`config.mk`:
```
export PLATFORM = sky130hd
export DESIGN_NAME = merkle_damgard_padder_flat
export DESIGN_NICKNAME = d
export VERILOG_FILES = /design/src/rtl/mdp_pkg.sv /design/src/rtl/mdp_in_if.sv /design/src/rtl/mdp_out_if.sv /design/src/rtl/merkle_damgard_padder.sv /design/src/rtl/mdp_ctrl.sv /design/src/rtl/mdp_datapath.sv /design/src/flat_wrapper.sv
export SDC_FILE = /design/constraint.sdc
export NUM_CORES = 1
export LEC_CHECK = 0
export ABC_AREA = 1
export BUFFER_PORTS_ARGS = -buffer_cell sky130_fd_sc_hd__buf_4
export CORE_MARGIN = 3
export CORE_UTILIZATION = 45
export CTS_CLUSTER_DIAMETER = 50
export CTS_CLUSTER_SIZE = 8
export DETAILED_ROUTE_END_ITERATION = 10
export PLACE_DENSITY = 0.68
export SLEW_MARGIN = 40
export SYNTH_ARGS = -nofsm -noshare
export SYNTH_HDL_FRONTEND = slang
export SYNTH_SLANG_ARGS = --single-unit
```
`constraint.sdc`:
```
create_clock -name clk -period 4.7 [get_ports clk]
set_input_delay 0.47 -clock clk [delete_from_list [all_inputs] [get_ports clk]]
set_output_delay 0.47 -clock clk [all_outputs]
set_load 0.02 [all_outputs]
```
`src/rtl/mdp_pkg.sv`:
```
// Shared package of the Merkle-Damgard padder: codes, state enum,
// controller/datapath command and status structs, byte swap function.
// No dependencies.
`default_nettype none

package mdp_pkg;

	localparam int COUNT_W = 61;
	localparam int WORD_W  = 64;

	localparam logic [7:0] PAD_MSB  = 8'h80;
	localparam logic [7:0] PAD_LSB  = 8'h01;
	localparam logic [7:0] CNT_FIELD_BYTES = 8'd8;

	localparam logic OP_APPEND = 1'b0;
	localparam logic OP_FINISH = 1'b1;

	localparam logic [1:0] REG_BLOCK_LEN_LOG2   = 2'd0;
	localparam logic [1:0] REG_PAD_MSB_FIRST    = 2'd1;
	localparam logic [1:0] REG_COUNT_BIG_ENDIAN = 2'd2;
	localparam logic [1:0] REG_COUNTER_BYTES    = 2'd3;

	typedef enum logic {
		ST_DATA,
		ST_PAD
	} mdp_state_t;

	typedef struct packed {
		logic append;
		logic start_pad;
		logic emit;
	} mdp_cmd_t;

	typedef struct packed {
		logic word_full;
		logic pad_final;
	} mdp_sts_t;

	function automatic logic [WORD_W-1:0] swap64(input logic [WORD_W-1:0] v);
		logic [WORD_W-1:0] r;
		r = '0;
		for (int k = 0; k < 8; k++) begin
			r[8*k +: 8] = v[8*(7-k) +: 8];
		end
		return r;
	endfunction

endpackage

`default_nettype wire

```
`src/rtl/mdp_in_if.sv`:
```
// Message byte channel: valid/ready handshake with op and data byte.
// Depends on nothing.
`default_nettype none

interface mdp_in_if;
	logic       valid;
	logic       ready;
	logic       op;
	logic [7:0] data_byte;

	modport source (output valid, output op, output data_byte, input ready);
	modport sink (input valid, input op, input data_byte, output ready);
endinterface

`default_nettype wire

```
`src/rtl/mdp_out_if.sv`:
```
// Block word channel: valid/ready handshake with 64-bit word and end flags.
// Depends on nothing.
`default_nettype none

interface mdp_out_if;
	logic        valid;
	logic        ready;
	logic [63:0] block_word;
	logic        block_end;
	logic        message_end;

	modport source (output valid, output block_word, output block_end,
		output message_end, input ready);
	modport sink (input valid, input block_word, input block_end,
		input message_end, output ready);
endinterface

`default_nettype wire

```
`src/rtl/merkle_damgard_padder.sv`:
```
// Merkle-Damgard length padder top level: controller plus datapath.
// Depends on mdp_pkg, mdp_in_if, mdp_out_if, mdp_ctrl, mdp_datapath.
//
//   port    | role         | carries
//   --------+--------------+-------------------------------------------
//   msg     | sink         | op, data_byte
//   blk     | source       | block_word, block_end, message_end
//   cfg_*   | write port   | cfg_index selects register, cfg_data value
//
// One word leaves every eighth data byte.
// A finish is accepted, then the padding words leave one at a time
// (up to two blocks of words) through the single output word register.
// No input is taken until the last padding word. A stalled output holds the word register and drops msg.ready.
// Reset clears the message state and loads the register defaults.
`default_nettype none

module merkle_damgard_padder #(
	parameter int MAX_BLOCK_BYTES = 128
) (
	input  wire logic       clk,
	input  wire logic       arst_n,
	mdp_in_if.sink          msg,
	mdp_out_if.source       blk,
	input  wire logic       cfg_we,
	input  wire logic [1:0] cfg_index,
	input  wire logic [7:0] cfg_data
);
	import mdp_pkg::*;

	mdp_cmd_t cmd;
	mdp_sts_t sts;

	mdp_ctrl u_ctrl (
		.clk       (clk),
		.arst_n    (arst_n),
		.in_valid  (msg.valid),
		.in_op     (msg.op),
		.in_ready  (msg.ready),
		.out_valid (blk.valid),
		.out_ready (blk.ready),
		.cmd       (cmd),
		.sts       (sts)
	);

	mdp_datapath #(
		.MAX_BLOCK_BYTES (MAX_BLOCK_BYTES)
	) u_dp (
		.clk         (clk),
		.arst_n      (arst_n),
		.cfg_we      (cfg_we),
		.cfg_index   (cfg_index),
		.cfg_data    (cfg_data),
		.data_byte   (msg.data_byte),
		.cmd         (cmd),
		.sts         (sts),
		.block_word  (blk.block_word),
		.block_end   (blk.block_end),
		.message_end (blk.message_end)
	);

endmodule

`default_nettype wire

```
`src/rtl/mdp_ctrl.sv`:
```
// Padder controller: data/pad state machine, input ready and output valid.
// Depends on mdp_pkg.
`default_nettype none

module mdp_ctrl (
	input  wire logic             clk,
	input  wire logic             arst_n,
	input  wire logic             in_valid,
	input  wire logic             in_op,
	output logic                  in_ready,
	output logic                  out_valid,
	input  wire logic             out_ready,
	output mdp_pkg::mdp_cmd_t     cmd,
	input  wire mdp_pkg::mdp_sts_t sts
);
	import mdp_pkg::*;

	mdp_state_t state_q;
	mdp_state_t state_d;
	logic       out_valid_q;
	logic       out_free;
	logic       accept;

	assign out_free  = !out_valid_q || out_ready;
	assign out_valid = out_valid_q;
	assign accept    = in_valid && in_ready;

	always_comb begin
		state_d = state_q;
		case (state_q)
			ST_DATA: begin
				if (accept && in_op == OP_FINISH) state_d = ST_PAD;
			end
			ST_PAD: begin
				if (out_free && sts.pad_final) state_d = ST_DATA;
			end
			default: state_d = ST_DATA;
		endcase
	end

	always_comb begin
		in_ready      = 1'b0;
		cmd.append    = 1'b0;
		cmd.start_pad = 1'b0;
		cmd.emit      = 1'b0;
		case (state_q)
			ST_DATA: begin
				in_ready      = out_free;
				cmd.append    = in_valid && out_free && in_op == OP_APPEND;
				cmd.start_pad = in_valid && out_free && in_op == OP_FINISH;
			end
			ST_PAD: begin
				cmd.emit = out_free;
			end
			default: ;
		endcase
	end

	always_ff @(posedge clk or negedge arst_n) begin
		if (!arst_n) begin
			state_q     <= ST_DATA;
			out_valid_q <= 1'b0;
		end else begin
			state_q <= state_d;
			if (out_free) out_valid_q <= (cmd.append && sts.word_full) || cmd.emit;
		end
	end

endmodule

`default_nettype wire

```
`src/rtl/mdp_datapath.sv`:
```
// Padder datapath: configuration registers, byte count, block position,
// word assembly, pad and length word generation, output word register.
// Depends on mdp_pkg.
`default_nettype none

module mdp_datapath #(
	parameter int MAX_BLOCK_BYTES = 128
) (
	input  wire logic              clk,
	input  wire logic              arst_n,
	input  wire logic              cfg_we,
	input  wire logic [1:0]        cfg_index,
	input  wire logic [7:0]        cfg_data,
	input  wire logic [7:0]        data_byte,
	input  wire mdp_pkg::mdp_cmd_t cmd,
	output mdp_pkg::mdp_sts_t      sts,
	output logic [63:0]            block_word,
	output logic                   block_end,
	output logic                   message_end
);
	import mdp_pkg::*;

	localparam int POS_W = $clog2(MAX_BLOCK_BYTES + 1) - 1;
	localparam int BL_W  = POS_W + 1;

	logic [2:0]         block_len_log2_q;
	logic               pad_msb_first_q;
	logic               count_big_endian_q;
	logic [7:0]         counter_bytes_q;

	logic [COUNT_W-1:0] byte_count_q;
	logic [POS_W-1:0]   pos_q;
	logic [WORD_W-1:0]  asm_q;
	logic               split_q;

	logic [63:0]        word_q;
	logic               bend_q;
	logic               mend_q;

	logic [2:0]         len_log2;
	logic [BL_W-1:0]    bl;
	logic [POS_W-1:0]   bl_mask;
	logic [POS_W-1:0]   p;
	logic [2:0]         lane;
	logic [7:0]         cb;
	logic               split;
	logic               bend;
	logic [WORD_W-1:0]  asm_next;
	logic [WORD_W-1:0]  cword;
	logic [7:0]         pad_byte;
	logic               pad_last;

	always_comb begin
		len_log2 = block_len_log2_q;
		if (len_log2 < 3'd3) len_log2 = 3'd3;
		if (len_log2 > 3'(POS_W)) len_log2 = 3'(POS_W);
	end

	assign bl      = BL_W'(1) << len_log2;
	assign bl_mask = POS_W'(bl - BL_W'(1));
	assign p       = pos_q & bl_mask;
	assign lane    = p[2:0];

	always_comb begin
		cb = counter_bytes_q;
		if (cb < CNT_FIELD_BYTES) cb = CNT_FIELD_BYTES;
		if (cb > 8'(bl)) cb = 8'(bl);
	end

	assign split    = (9'(p) + 9'(cb)) >= 9'(bl);
	assign bend     = (BL_W'(p) + BL_W'(1)) == bl;
	assign asm_next = asm_q | (WORD_W'(data_byte) << {lane, 3'b000});
	assign cword    = count_big_endian_q ? swap64({byte_count_q, 3'b000})
		: {byte_count_q, 3'b000};
	assign pad_byte = pad_msb_first_q ? PAD_MSB : PAD_LSB;
	assign pad_last = (pos_q | POS_W'(7)) == bl_mask;

	assign sts.word_full = lane == 3'd7;
	assign sts.pad_final = pad_last && !split_q;

	always_ff @(posedge clk or negedge arst_n) begin
		if (!arst_n) begin
			block_len_log2_q   <= 3'd6;
			pad_msb_first_q    <= 1'b1;
			count_big_endian_q <= 1'b1;
			counter_bytes_q    <= 8'd8;
		end else if (cfg_we) begin
			case (cfg_index)
				REG_BLOCK_LEN_LOG2:   block_len_log2_q   <= cfg_data[2:0];
				REG_PAD_MSB_FIRST:    pad_msb_first_q    <= cfg_data[0];
				REG_COUNT_BIG_ENDIAN: count_big_endian_q <= cfg_data[0];
				REG_COUNTER_BYTES:    counter_bytes_q    <= cfg_data;
				default: ;
			endcase
		end
	end

	always_ff @(posedge clk or negedge arst_n) begin
		if (!arst_n) begin
			byte_count_q <= '0;
			pos_q        <= '0;
			asm_q        <= '0;
			split_q      <= 1'b0;
		end else if (cmd.append) begin
			byte_count_q <= byte_count_q + COUNT_W'(1);
			if (lane == 3'd7) begin
				asm_q <= '0;
				pos_q <= bend ? '0 : p + POS_W'(1);
			end else begin
				asm_q <= asm_next;
				pos_q <= p + POS_W'(1);
			end
		end else if (cmd.start_pad) begin
			asm_q   <= asm_q | (WORD_W'(pad_byte) << {lane, 3'b000});
			pos_q   <= p;
			split_q <= split;
		end else if (cmd.emit) begin
			asm_q <= '0;
			if (pad_last && !split_q) begin
				byte_count_q <= '0;
				pos_q        <= '0;
			end else if (pad_last) begin
				pos_q   <= '0;
				split_q <= 1'b0;
			end else begin
				pos_q <= (pos_q | POS_W'(7)) + POS_W'(1);
			end
		end
	end

	always_ff @(posedge clk) begin
		if (cmd.append && lane == 3'd7) begin
			word_q <= asm_next;
			bend_q <= bend;
			mend_q <= 1'b0;
		end else if (cmd.emit) begin
			word_q <= (pad_last && !split_q) ? cword : asm_q;
			bend_q <= pad_last;
			mend_q <= pad_last && !split_q;
		end
	end

	assign block_word  = word_q;
	assign block_end   = bend_q;
	assign message_end = mend_q;

endmodule

`default_nettype wire

```
`src/flat_wrapper.sv`:
```
// flat-port wrapper written by rule: the top's interface ports become plain ports
module merkle_damgard_padder_flat import mdp_pkg::*;
#(
	parameter int MAX_BLOCK_BYTES = 128
)
  (clk, arst_n, cfg_we, cfg_index, cfg_data, msg_valid, msg_op, msg_data_byte, msg_ready, blk_valid, blk_block_word, blk_block_end, blk_message_end, blk_ready);
  mdp_in_if msg_i ();
  mdp_out_if blk_i ();
  input  wire logic clk;
  input  wire logic arst_n;
  input  wire logic cfg_we;
  input  wire logic [1:0] cfg_index;
  input  wire logic [7:0] cfg_data;
  input wire logic [$bits(msg_i.valid)-1:0] msg_valid;
  input wire logic [$bits(msg_i.op)-1:0] msg_op;
  input wire logic [$bits(msg_i.data_byte)-1:0] msg_data_byte;
  output wire logic [$bits(msg_i.ready)-1:0] msg_ready;
  output wire logic [$bits(blk_i.valid)-1:0] blk_valid;
  output wire logic [$bits(blk_i.block_word)-1:0] blk_block_word;
  output wire logic [$bits(blk_i.block_end)-1:0] blk_block_end;
  output wire logic [$bits(blk_i.message_end)-1:0] blk_message_end;
  input wire logic [$bits(blk_i.ready)-1:0] blk_ready;
  assign msg_i.valid = msg_valid;
  assign msg_i.op = msg_op;
  assign msg_i.data_byte = msg_data_byte;
  assign msg_ready = msg_i.ready;
  assign blk_valid = blk_i.valid;
  assign blk_block_word = blk_i.block_word;
  assign blk_block_end = blk_i.block_end;
  assign blk_message_end = blk_i.message_end;
  assign blk_i.ready = blk_ready;
  merkle_damgard_padder #(.MAX_BLOCK_BYTES(MAX_BLOCK_BYTES)) u_core (.clk(clk), .arst_n(arst_n), .msg(msg_i), .blk(blk_i), .cfg_we(cfg_we), .cfg_index(cfg_index), .cfg_data(cfg_data));
endmodule
```
==> flow_summary.yaml, run 1 <==
global_route:
  grt-ovfl-total: 0
  grt_pass1_wl_mm: 66.3
  antenna_found_initial: 0
  grt_max_degree: 120
  grt_pass1_vias: 11600
  grt_use_total_pct: 27.0
cts:
  cts_sinks: 214
  clk_latency_ps: 520
  cts_made_buffers: 37
  cts_tree: "yes"
  clkTransAtPathRegs_ps: 40
  h-tree-depth: 2
  clock_path_buffers: 3
  cts_root_buf: "clkbuf_16"
synthesis:
  synthAdderAreaFrac_pct: 3.29
  syn_area_per_cell_sq_um: 7.96
  synth_cell_types: 50
  netlist_top_cells_count: "355 x nand2_1, 177 x inv_1, 143 x dfrtp_1, 120 x o211ai_1, 103 x nor2_1"
  yosys_register_bits: 214
  synthCells: 1656
  synth.area.mux_share_pct: 0.256
  ys_warn_count: 0
  yosysTopAreaCell: "dfrtp_1"
  async_reset_ff_share_pct: 69.2
  synth-xor-area-share_pct: 2.86
  syn-cell-area_sq_um: 13200
  yosys.area_share.simple_pct: 21.3
  synth_top_family_by_area: "simple AND/OR/NAND/NOR gates"
  synth_edf_count: 65
  synthMostInstantiatedCell: "nand2_1"
  synth_compound_area_share_pct: 20.7
  synth-seq-area-share_pct: 43.1
  synth_top_area_share_pct: 27.2
  synth_flop_cell: "dfrtp_1"
  synth_area_leaders: "dfrtp_1 27%, edfxtp_1 15%, nand2_1 10%"
timing:
  clock_skew_ps: 25.2
  max_slew_margin_pct: 45.2
  max_freq_mhz: 237
  setup_slack_ps: 480
  finalMaxSlewViolations: 0
  fin_crit_ps: 4220
  setup_viol: 0
  finalCritPeriodShare_pct: 89.8
  hold_violations: 0
  worst_slew_pin_slew_ps: 822
layout:
  syn_to_final_growth_pct: 16.5
  insertedDiodeCount: 0
  drive_above_1_share_pct: 12.3
  fin_util_pct: 53.3
  n_fill_cell: 2752
  multi_input_area_sq_um: 6430
  regArea_sq_um: 5690
  nets: 1782
power:
  power_density_nw_per_um2: 501
  p_leak_nw: 6.18
  worst_ir_drop_vdd_mv: 0.304
  p_total_mw: 7.68
critical_path:
  path_class: "flop to flop"
  critPathMaxFanout: 10
  cp-end-kind: "flop"
  startpoint_type: "flop"
  slowest_stage: "dfrtp_1"
  cpMostUsedCell: "nand2_1"
  critPathMaxStageDelay_ps: 410
  crit_arrival_ps: 4590
  worstRegToRegCells: 30
  required_ps: 5070
drt:
  vias: 12200
  drt_iter0_drc: 1227
  post_drt_wl_per_cell_microns: 20.1
  routed_via_density: 5.71
  drc: 0
  ant_nets: 0
  first_pass_iters: 6
  drt_wl_total_mm: 42.9
run:
  cap_violations: 0
floorplanning:
  rows: 62
  die-area_sq_um: 31400
  die_width_microns: 177
  start_util_pct: 45.8
  io_pins: 92
  fp.coreArea_sq_um: 28800
  die_y_microns: 177
status:
  status: "complete, no violations"
min_path:
  hold_path_class: "primary input to flop"
  whs_path_depth: 2
placement:
  place.gp.congestion: 0.995
  dpl.hpwl_mm: 31.1
  port_buffers: 91
  dp_slack_ps: 215
-- worst max-delay path: cells and delay by family (launching register included) --
family	cells	cell delay [ps]
AO/OA/AOI/OAI	4	430
adder cells (fa/ha/maj)	4	1180
flip-flops	1	410
buffers and inverters	4	240
AND/OR/NAND/NOR	18	1830
-- cells in the final DEF (no fill, tap or decap), types with 38 or more instances in the layout --
cell / netlist / routed
nand3_1: 97 / 96
nor2_1: 103 / 102
buf_4: 4 / 103
o21ai_1: 53 / 53
edfxtp_1: 65 / 65
o21ai_0: 82 / 82
inv_1: 177 / 176
xor2_1: 41 / 41
a21oi_1: 85 / 85
dfrtp_1: 143 / 143
o21bai_1: 38 / 38
nand2_1: 355 / 353
nor3_1: 40 / 40
o211ai_1: 120 / 120
-- power breakdown --
part	internal, mW	total, mW	switching, mW
clock network	1.69	2.61	0.922
logic	0.759	2.21	1.46
registers	2.38	2.86	0.479
total	4.83	7.68	2.86
-- final timing paths --
path	startpoint	end	slack, ps
hold reg to reg	u_core.u_dp.message_end$_SDFFE_PP0P_	u_core.u_dp.message_end$_SDFFE_PP0P_	490
setup / recovery	u_core.u_dp.counter_bytes_q[5]$_DFFE_PN0P_	u_core.u_dp.split_q$_DFFE_PN0P_	480
setup reg to reg	u_core.u_dp.counter_bytes_q[5]$_DFFE_PN0P_	u_core.u_dp.split_q$_DFFE_PN0P_	480
min in group asynchronous	arst_n	u_core.u_dp.byte_count_q[23]$_DFFE_PN0P_	530
max in group asynchronous	arst_n	u_core.u_dp.counter_bytes_q[3]$_DFFE_PN1P_	3190
hold / removal	cfg_data[4]	u_core.u_dp.counter_bytes_q[4]$_DFFE_PN0P_	210
-- per-layer routing --
metal / GRT usage (%) / up-vias / share of wire (%)
li1: - / 5823 / -
met1: 36.5 / 5874 / 43
met2: 45.7 / 403 / 48
met3: 3.30 / 97 / 5.5
met4: 7.99 / 0 / 3.1
met5: 0 / - / 0
-- registers in the layout, indices dropped and copies added (netlist names), 3 cells and up --
register and flops:
u_core.u_dp.asm_q 64, u_core.u_dp.block_word 64, u_core.u_dp.counter_bytes_q 8, u_core.u_dp.pos_q 7
u_core.u_dp.block_len_log2_q 3, u_core.u_dp.byte_count_q 61
-- repair_timing --
action                                  in CTS  in global routing
hold endpoints to repair                    59                  0
resized for setup                            0                  6
setup buffers                                0                  2
hold buffers                                 1                  0
endpoints found under the setup margin       0                  1
-- layout make-up --
class                   instances  area share (%)
clock buffers                  57            6.78
repair buffers                109            5.64
multi-input cells            1175            41.9
inverters                     187            4.60
well taps                     384            3.13
flip-flops and latches        214            37.0
clock inverters                10           0.905
-- logic make-up (layout without fill, tap and decap cells) --
family / after synthesis / in the layout
other: 2 / 8
DFF: 214 / 214
and+or+nand+nor: 647 / 647
buffers and inverters: 273 / 363
xor gates and xnor gates: 43 / 43
AOI/OAI and AO/OA: 440 / 440
muxes: 3 / 3
adders and majority gates: 34 / 34
-- through the flow --
stage	std cells	hold WS (ps)	TNS [ps]	cell area, sq um
after floorplan	1662	174	0	13200
after global placement	2066	470	0	14100
after detailed placement	2066	469	0	14100
after CTS	2134	190	0	15300
after global routing	2136	190	-31.5	15400
final	2136	205	0	15400
No activity file was read; power rests on OpenSTA's default activity.
==> inputs of run 2 (changes only) <==
Settings changed: ABC_AREA 1 to not set, PLACE_DENSITY 0.68 to 0.69.
==> run 2 against run 1 <==
Power decreased by 19%. Utilization up 2.0 points. Wire length down 22%. Critical endpoint unchanged. Largest cell class is now sequential cells. Largest power group unchanged. Highest routed layer is now met5.
==> flow_summary.yaml, run 2 <==
timing:
  clock_skew_ps: 15.0
  finalCritPeriodShare_pct: 96.5
  hold_violations: 0
  setup_slack_ps: 166
  fin_crit_ps: 4530
  setup_viol: 0
  max_slew_margin_pct: 50.7
  holdWs_ps: 5.99
  rsz0062_at_grt: "true"
  max_freq_mhz: 221
  finalMaxSlewViolations: 0
  worst_slew_pin_slew_ps: 736
  tns_ps: 0
synthesis:
  synthCells: 1177
  syn-cell-area_sq_um: 11500
  synth_area_leaders: "dfrtp_1 31%, edfxtp_1 17%, a21oi_1 7.3%"
  synthMostInstantiatedCell: "a21oi_1"
  syn_area_per_cell_sq_um: 9.79
  synth-seq-area-share_pct: 49.3
  synth-xor-area-share_pct: 3.31
  synth_top_area_share_pct: 31.0
  yosysTopAreaCell: "dfrtp_1"
  synth.area.mux_share_pct: 6.48
  synth_cell_types: 60
  synth_top_family_by_area: "compound AO/OA/AOI/OAI gates"
  netlist_top_cells_count: "169 x a21oi_1, 143 x dfrtp_1, 121 x nand2_1, 94 x o21ai_0, 66 x a21o_1"
  synth_flop_cell: "dfrtp_1"
  synth_compound_area_share_pct: 19.0
  async_reset_ff_share_pct: 69.2
  synth_edf_count: 65
  synthAdderAreaFrac_pct: 3.76
  yosys_register_bits: 214
  yosys.area_share.simple_pct: 14.9
  ys_warn_count: 0
critical_path:
  slowest_stage: "or4_4"
  reg2reg_from: "u_core.u_dp.counter_bytes_q[6]$_DFFE_PN0P_"
  worstRegToRegCells: 21
  critPathMaxFanout: 4
  r2r_setup_slack_ps: 170
  crit_arrival_ps: 4890
  path_class: "flop to flop"
  worstSetupEndpoint: "u_core.u_dp.split_q$_DFFE_PN0P_"
  cp_cell_sequence: "or4_4 -> nor2_4 -> buf_4 -> nor2b_1 -> ha_1 -> nand4_1 -> o22ai_2 -> and3_4 -> ha_4 -> a21o_1 -> a21oi_2 -> nor2b_1 -> o21a_1 -> o41a_1 -> xnor2_1 -> ha_1 -> nand4_1 -> nor2_1 -> or3_1 -> o41ai_2 -> a21oi_1"
  startpoint_type: "flop"
  cp-startpoint: "u_core.u_dp.counter_bytes_q[6]$_DFFE_PN0P_"
  cp-end-kind: "flop"
  r2r_end: "u_core.u_dp.split_q$_DFFE_PN0P_"
  critPathMaxStageDelay_ps: 550
  required_ps: 5050
power:
  p_leak_nw: 5.85
  p_total_mw: 6.22
  worst_ir_drop_vdd_mv: 0.321
  power_density_nw_per_um2: 454
min_path:
  hold_path_class: "primary input to asynchronous set/reset pin"
layout:
  post-route-cell-area_sq_um: 13700
  final_cells: 1607
  nets: 1320
  drive_above_1_share_pct: 16.4
  n_fill_cell: 2165
  final_common_cell: "a21oi_1"
  fin_util_pct: 55.4
  final_cell_mix: "165 x a21oi_1, 143 x dfrtp_1, 120 x nand2_1, 112 x buf_4, 93 x o21ai_0"
  insertedDiodeCount: 0
  syn_to_final_growth_pct: 18.9
cts:
  cts_tree: "yes"
  cts_root_buf: "clkbuf_16"
  clk_latency_ps: 500
  clkTransAtPathRegs_ps: 50
  post-cts-setup-buffers: 0
  cts_made_buffers: 34
  hold_buffers: 0
  clock_path_buffers: 3
  h-tree-depth: 2
  cts_sinks: 214
global_route:
  antenna_found_initial: 1
  grt_max_degree: 76
  grt_pass1_vias: 9041
  grt-ovfl-total: 0
  grt_use_total_pct: 23.8
  grt_pass1_wl_mm: 52.4
placement:
  place.gp.congestion: 0.854
  dpl_cell_area_sq_um: 12600
  dp_slack_ps: -30.8
  dpl.hpwl_mm: 23.8
  placedCellCount: 1549
  port_buffers: 91
drt:
  drc: 0
  post_drt_wl_per_cell_microns: 20.9
  vias: 9575
  routed_via_density: 5.96
  drt_iter0_drc: 1000
  ant_nets: 0
  first_pass_iters: 5
  drt_wl_total_mm: 33.6
floorplanning:
  die_width_microns: 166
  die-area_sq_um: 27600
  fp.coreArea_sq_um: 24700
  start_util_pct: 46.6
  io_pins: 92
  die_y_microns: 166
  rows: 57
status:
  status: "complete, no violations"
run:
  cap_violations: 0
==> run 2: changes by cell type after synthesis, moves of 59 or more <==
cell | previous run | this run
a21o_1 | 7 | 66
a21oi_1 | 85 | 169
inv_1 | 177 | 19
mux2i_1 | 0 | 60
nand2_1 | 355 | 121
nand3_1 | 97 | 35
o211ai_1 | 120 | 4
==> run 2: worst max-delay path, delay by kind of cell, from the launching register on <==
family          cells  cell delay (ps)
simple gates        9             1640
compound gates      7             1360
buf+inv             1              120
flops               1              370
fa+ha+maj           3              770
xor+xnor            1              140
==> run 2: what timing repair did <==
item / in CTS / in global routing
endpoints found under the hold margin: 0 / 0
gates resized for setup: 4 / 11
pin swaps: 1 / 3
endpoints found under the setup margin: 1 / 1
==> run 2: cells by family after synthesis <==
| family | after synthesis |
|---|---|
| AOI/OAI and AO/OA | 376 |
| xor gates and xnor gates | 42 |
| adders and majority gates | 34 |
| buffers and inverters | 95 |
| DFF | 214 |
| muxes | 73 |
| other | 2 |
| and+or+nand+nor | 341 |
==> run 2: per-layer routing <==
layer  up-vias  track usage (%)  share of wire [%]
li1       4457                -                  -
met1      4683             34.0                 44
met2       374             37.2                 46
met3        59             4.76                7.7
met4         2             6.76                2.4
met5         -                0              0.039
==> run 2: final cells by class <==
| class | count | area (sq um) | area share (%) |
|---|---|---|---|
| Inverter | 20 | 75.1 | 0.548 |
| Timing Repair Buffer | 118 | 928 | 6.78 |
| Clock inverter | 5 | 57.6 | 0.420 |
| Sequential cell | 214 | 5690 | 41.5 |
| Multi-Input combinational cell | 874 | 5610 | 40.9 |
| Tap cell | 324 | 405 | 2.96 |
| Clock buffer | 52 | 940 | 6.86 |
==> run 2: how the worst min path moves through the flow <==
stage                                                          end  slack (ps)  cells after the start
after detailed placement      u_core.u_dp.message_end$_SDFFE_PP0P_         460                      2
after global placement        u_core.u_dp.message_end$_SDFFE_PP0P_         450                      2
after floorplan                u_core.u_ctrl.out_valid$_DFFE_PN0N_         170                      0
after CTS                 u_core.u_dp.byte_count_q[58]$_DFFE_PN0P_          40                      1
after global routing      u_core.u_dp.byte_count_q[59]$_DFFE_PN0P_          60                      1
final                     u_core.u_dp.byte_count_q[58]$_DFFE_PN0P_           6                      1
==> run 2: power by group <==
group	internal, mW	switching (mW)	total (mW)	leakage [nW]
logic	0.621	0.931	1.55	2.69
registers	2.21	0.201	2.41	2.68
clock network	1.42	0.831	2.25	0.482
==> inputs of run 3 (changes only) <==
Settings changed: CORE_ASPECT_RATIO set to 0.8.
==> run 3 against run 2 <==
Register-to-register slack got worse by 30 ps. Cell count is 0.56% lower. Worst hold slack improved by 160 ps. Utilization down 0.46 points. Critical path type unchanged. Wire length down 3.5%. Sequential power hardly changed. Largest power group unchanged. Via count barely moved. Clock-buffer cell count fell by 2. Clock skew increased by 3.8 ps. Worst setup slack worse by 26 ps.
==> flow_summary.yaml, run 3 (synthesis results as in run 2) <==
floorplanning:
  start_util_pct: 46.6
  io_pins: 92
  die_y_microns: 149
  fp.coreArea_sq_um: 24800
  die-area_sq_um: 27600
  die_width_microns: 185
  rows: 51
timing:
  max_freq_mhz: 219
  max_slew_margin_pct: 47.9
  clock_skew_ps: 18.8
  tns_ps: 0
  fin_crit_ps: 4560
  rsz0062_at_grt: "true"
  finalCritPeriodShare_pct: 97.0
  finalMaxSlewViolations: 0
  worst_slew_pin_slew_ps: 778
  setup_viol: 0
  hold_violations: 0
cts:
  clock_path_buffers: 3
  h-tree-depth: 1
  cts_tree: "yes"
  clk_latency_ps: 550
  cts_root_buf: "clkbuf_16"
  cts_made_buffers: 31
  cts_sinks: 214
  clkTransAtPathRegs_ps: 50
drt:
  vias: 9569
  first_pass_iters: 5
  drt_wl_total_mm: 32.4
  drc: 0
  ant_nets: 0
  post_drt_wl_per_cell_microns: 20.3
  routed_via_density: 5.99
  drt_iter0_drc: 843
power:
  power_density_nw_per_um2: 436
  worst_ir_drop_vdd_mv: 0.257
  p_leak_nw: 5.79
layout:
  insertedDiodeCount: 0
  post-route-cell-area_sq_um: 13600
  final_cells: 1598
  final_cell_mix: "166 x a21oi_1, 143 x dfrtp_1, 120 x nand2_1, 113 x buf_4, 93 x o21ai_0"
  drive_above_1_share_pct: 15.9
  n_fill_cell: 2227
  syn_to_final_growth_pct: 17.9
  nets: 1318
  fin_util_pct: 54.9
  final_common_cell: "a21oi_1"
critical_path:
  r2r_setup_slack_ps: 140
  crit_arrival_ps: 4970
  startpoint_type: "flop"
  path_class: "flop to flop"
  cp-end-kind: "flop"
  critPathMaxFanout: 4
  required_ps: 5110
global_route:
  grt_pass1_wl_mm: 50.9
  grt_use_total_pct: 23.3
  grt-ovfl-total: 0
  antenna_found_initial: 0
  grt_max_degree: 91
  grt_pass1_vias: 8951
placement:
  port_buffers: 91
  place.gp.congestion: 0.880
  placedCellCount: 1542
  dpl.hpwl_mm: 22.1
  dpl_cell_area_sq_um: 12600
run:
  cap_violations: 0
min_path:
  hold_path_class: "primary input to flop"
status:
  status: "complete, no violations"
-- run 3: path summary, 6_finish.rpt --
kind | startpoint | end | depth (start not counted)
setup / recovery | u_core.u_dp.counter_bytes_q[6]$_DFFE_PN0P_ | u_core.u_dp.split_q$_DFFE_PN0P_ | 22
hold / removal | cfg_data[5] | u_core.u_dp.counter_bytes_q[5]$_DFFE_PN0P_ | 2
max in group asynchronous | arst_n | u_core.u_dp.byte_count_q[38]$_DFFE_PN0P_ | 3
setup reg to reg | u_core.u_dp.counter_bytes_q[6]$_DFFE_PN0P_ | u_core.u_dp.split_q$_DFFE_PN0P_ | 22
hold reg to reg | u_core.u_dp.message_end$_SDFFE_PP0P_ | u_core.u_dp.message_end$_SDFFE_PP0P_ | 2
min in group asynchronous | arst_n | u_core.u_dp.byte_count_q[57]$_DFFE_PN0P_ | 2
-- run 3: critical path, stage by stage, from the launching register on --
cell and delay, ps:
dfrtp_1 380, or4_4 560, nor2_4 130, nor2b_1 60
ha_1 290, nor2b_1 130, o211ai_1 90, a21oi_1 190
o22ai_2 140, and3_1 190, ha_2 190, fa_2 350
a21o_1 200, a21oi_2 160, o21ai_1 110, and2_1 180
nor2_1 100, ha_1 250, nand4_1 100, nor2_1 60
or3_4 330, o41ai_2 200, a21oi_1 70
-- run 3: metrics by stage --
stage / hold slack [ps] / worst slack, ps / power (mW)
detailed placement: 439 / -69.0 / 3.93
CTS: 154 / 14.1 / 5.93
finish: 169 / 140 / 5.93
floorplan: 174 / 16.1 / 3.37
global placement: 439 / 54.6 / 3.90
global route: 164 / -131 / 6.22
-- run 3: report_power, final --
| part | internal, mW | leakage (nW) | switching (mW) |
|---|---|---|---|
| Sequential | 2.21 | 2.68 | 0.187 |
| Combinational | 0.621 | 2.70 | 0.918 |
| Clock | 1.21 | 0.413 | 0.783 |
-- run 3: final cells by class --
type / instances / area (sq um) / share of cell area (%)
inverter: 20 / 75.1 / 0.552
sequential: 214 / 5690 / 41.8
tap: 318 / 398 / 2.93
multi-input combinational: 874 / 5610 / 41.2
timing repair buffer: 119 / 961 / 7.07
clock inverter: 3 / 21.3 / 0.156
clock buffer: 50 / 847 / 6.23
-- run 3: per-layer routing --
layer  share of wire (%)  track usage (%)
met1                  46             35.5
met2                  44             35.0
met3                 7.6             3.73
met4                 2.0             5.59
met5                   0                0
-- run 3: repair_timing --
item	CTS	global route
endpoints found under the setup margin	1	1
hold endpoints to repair	44	0
hold buffers	1	0
resized for setup	2	11
pin swaps	0	7
buffers inserted	0	2
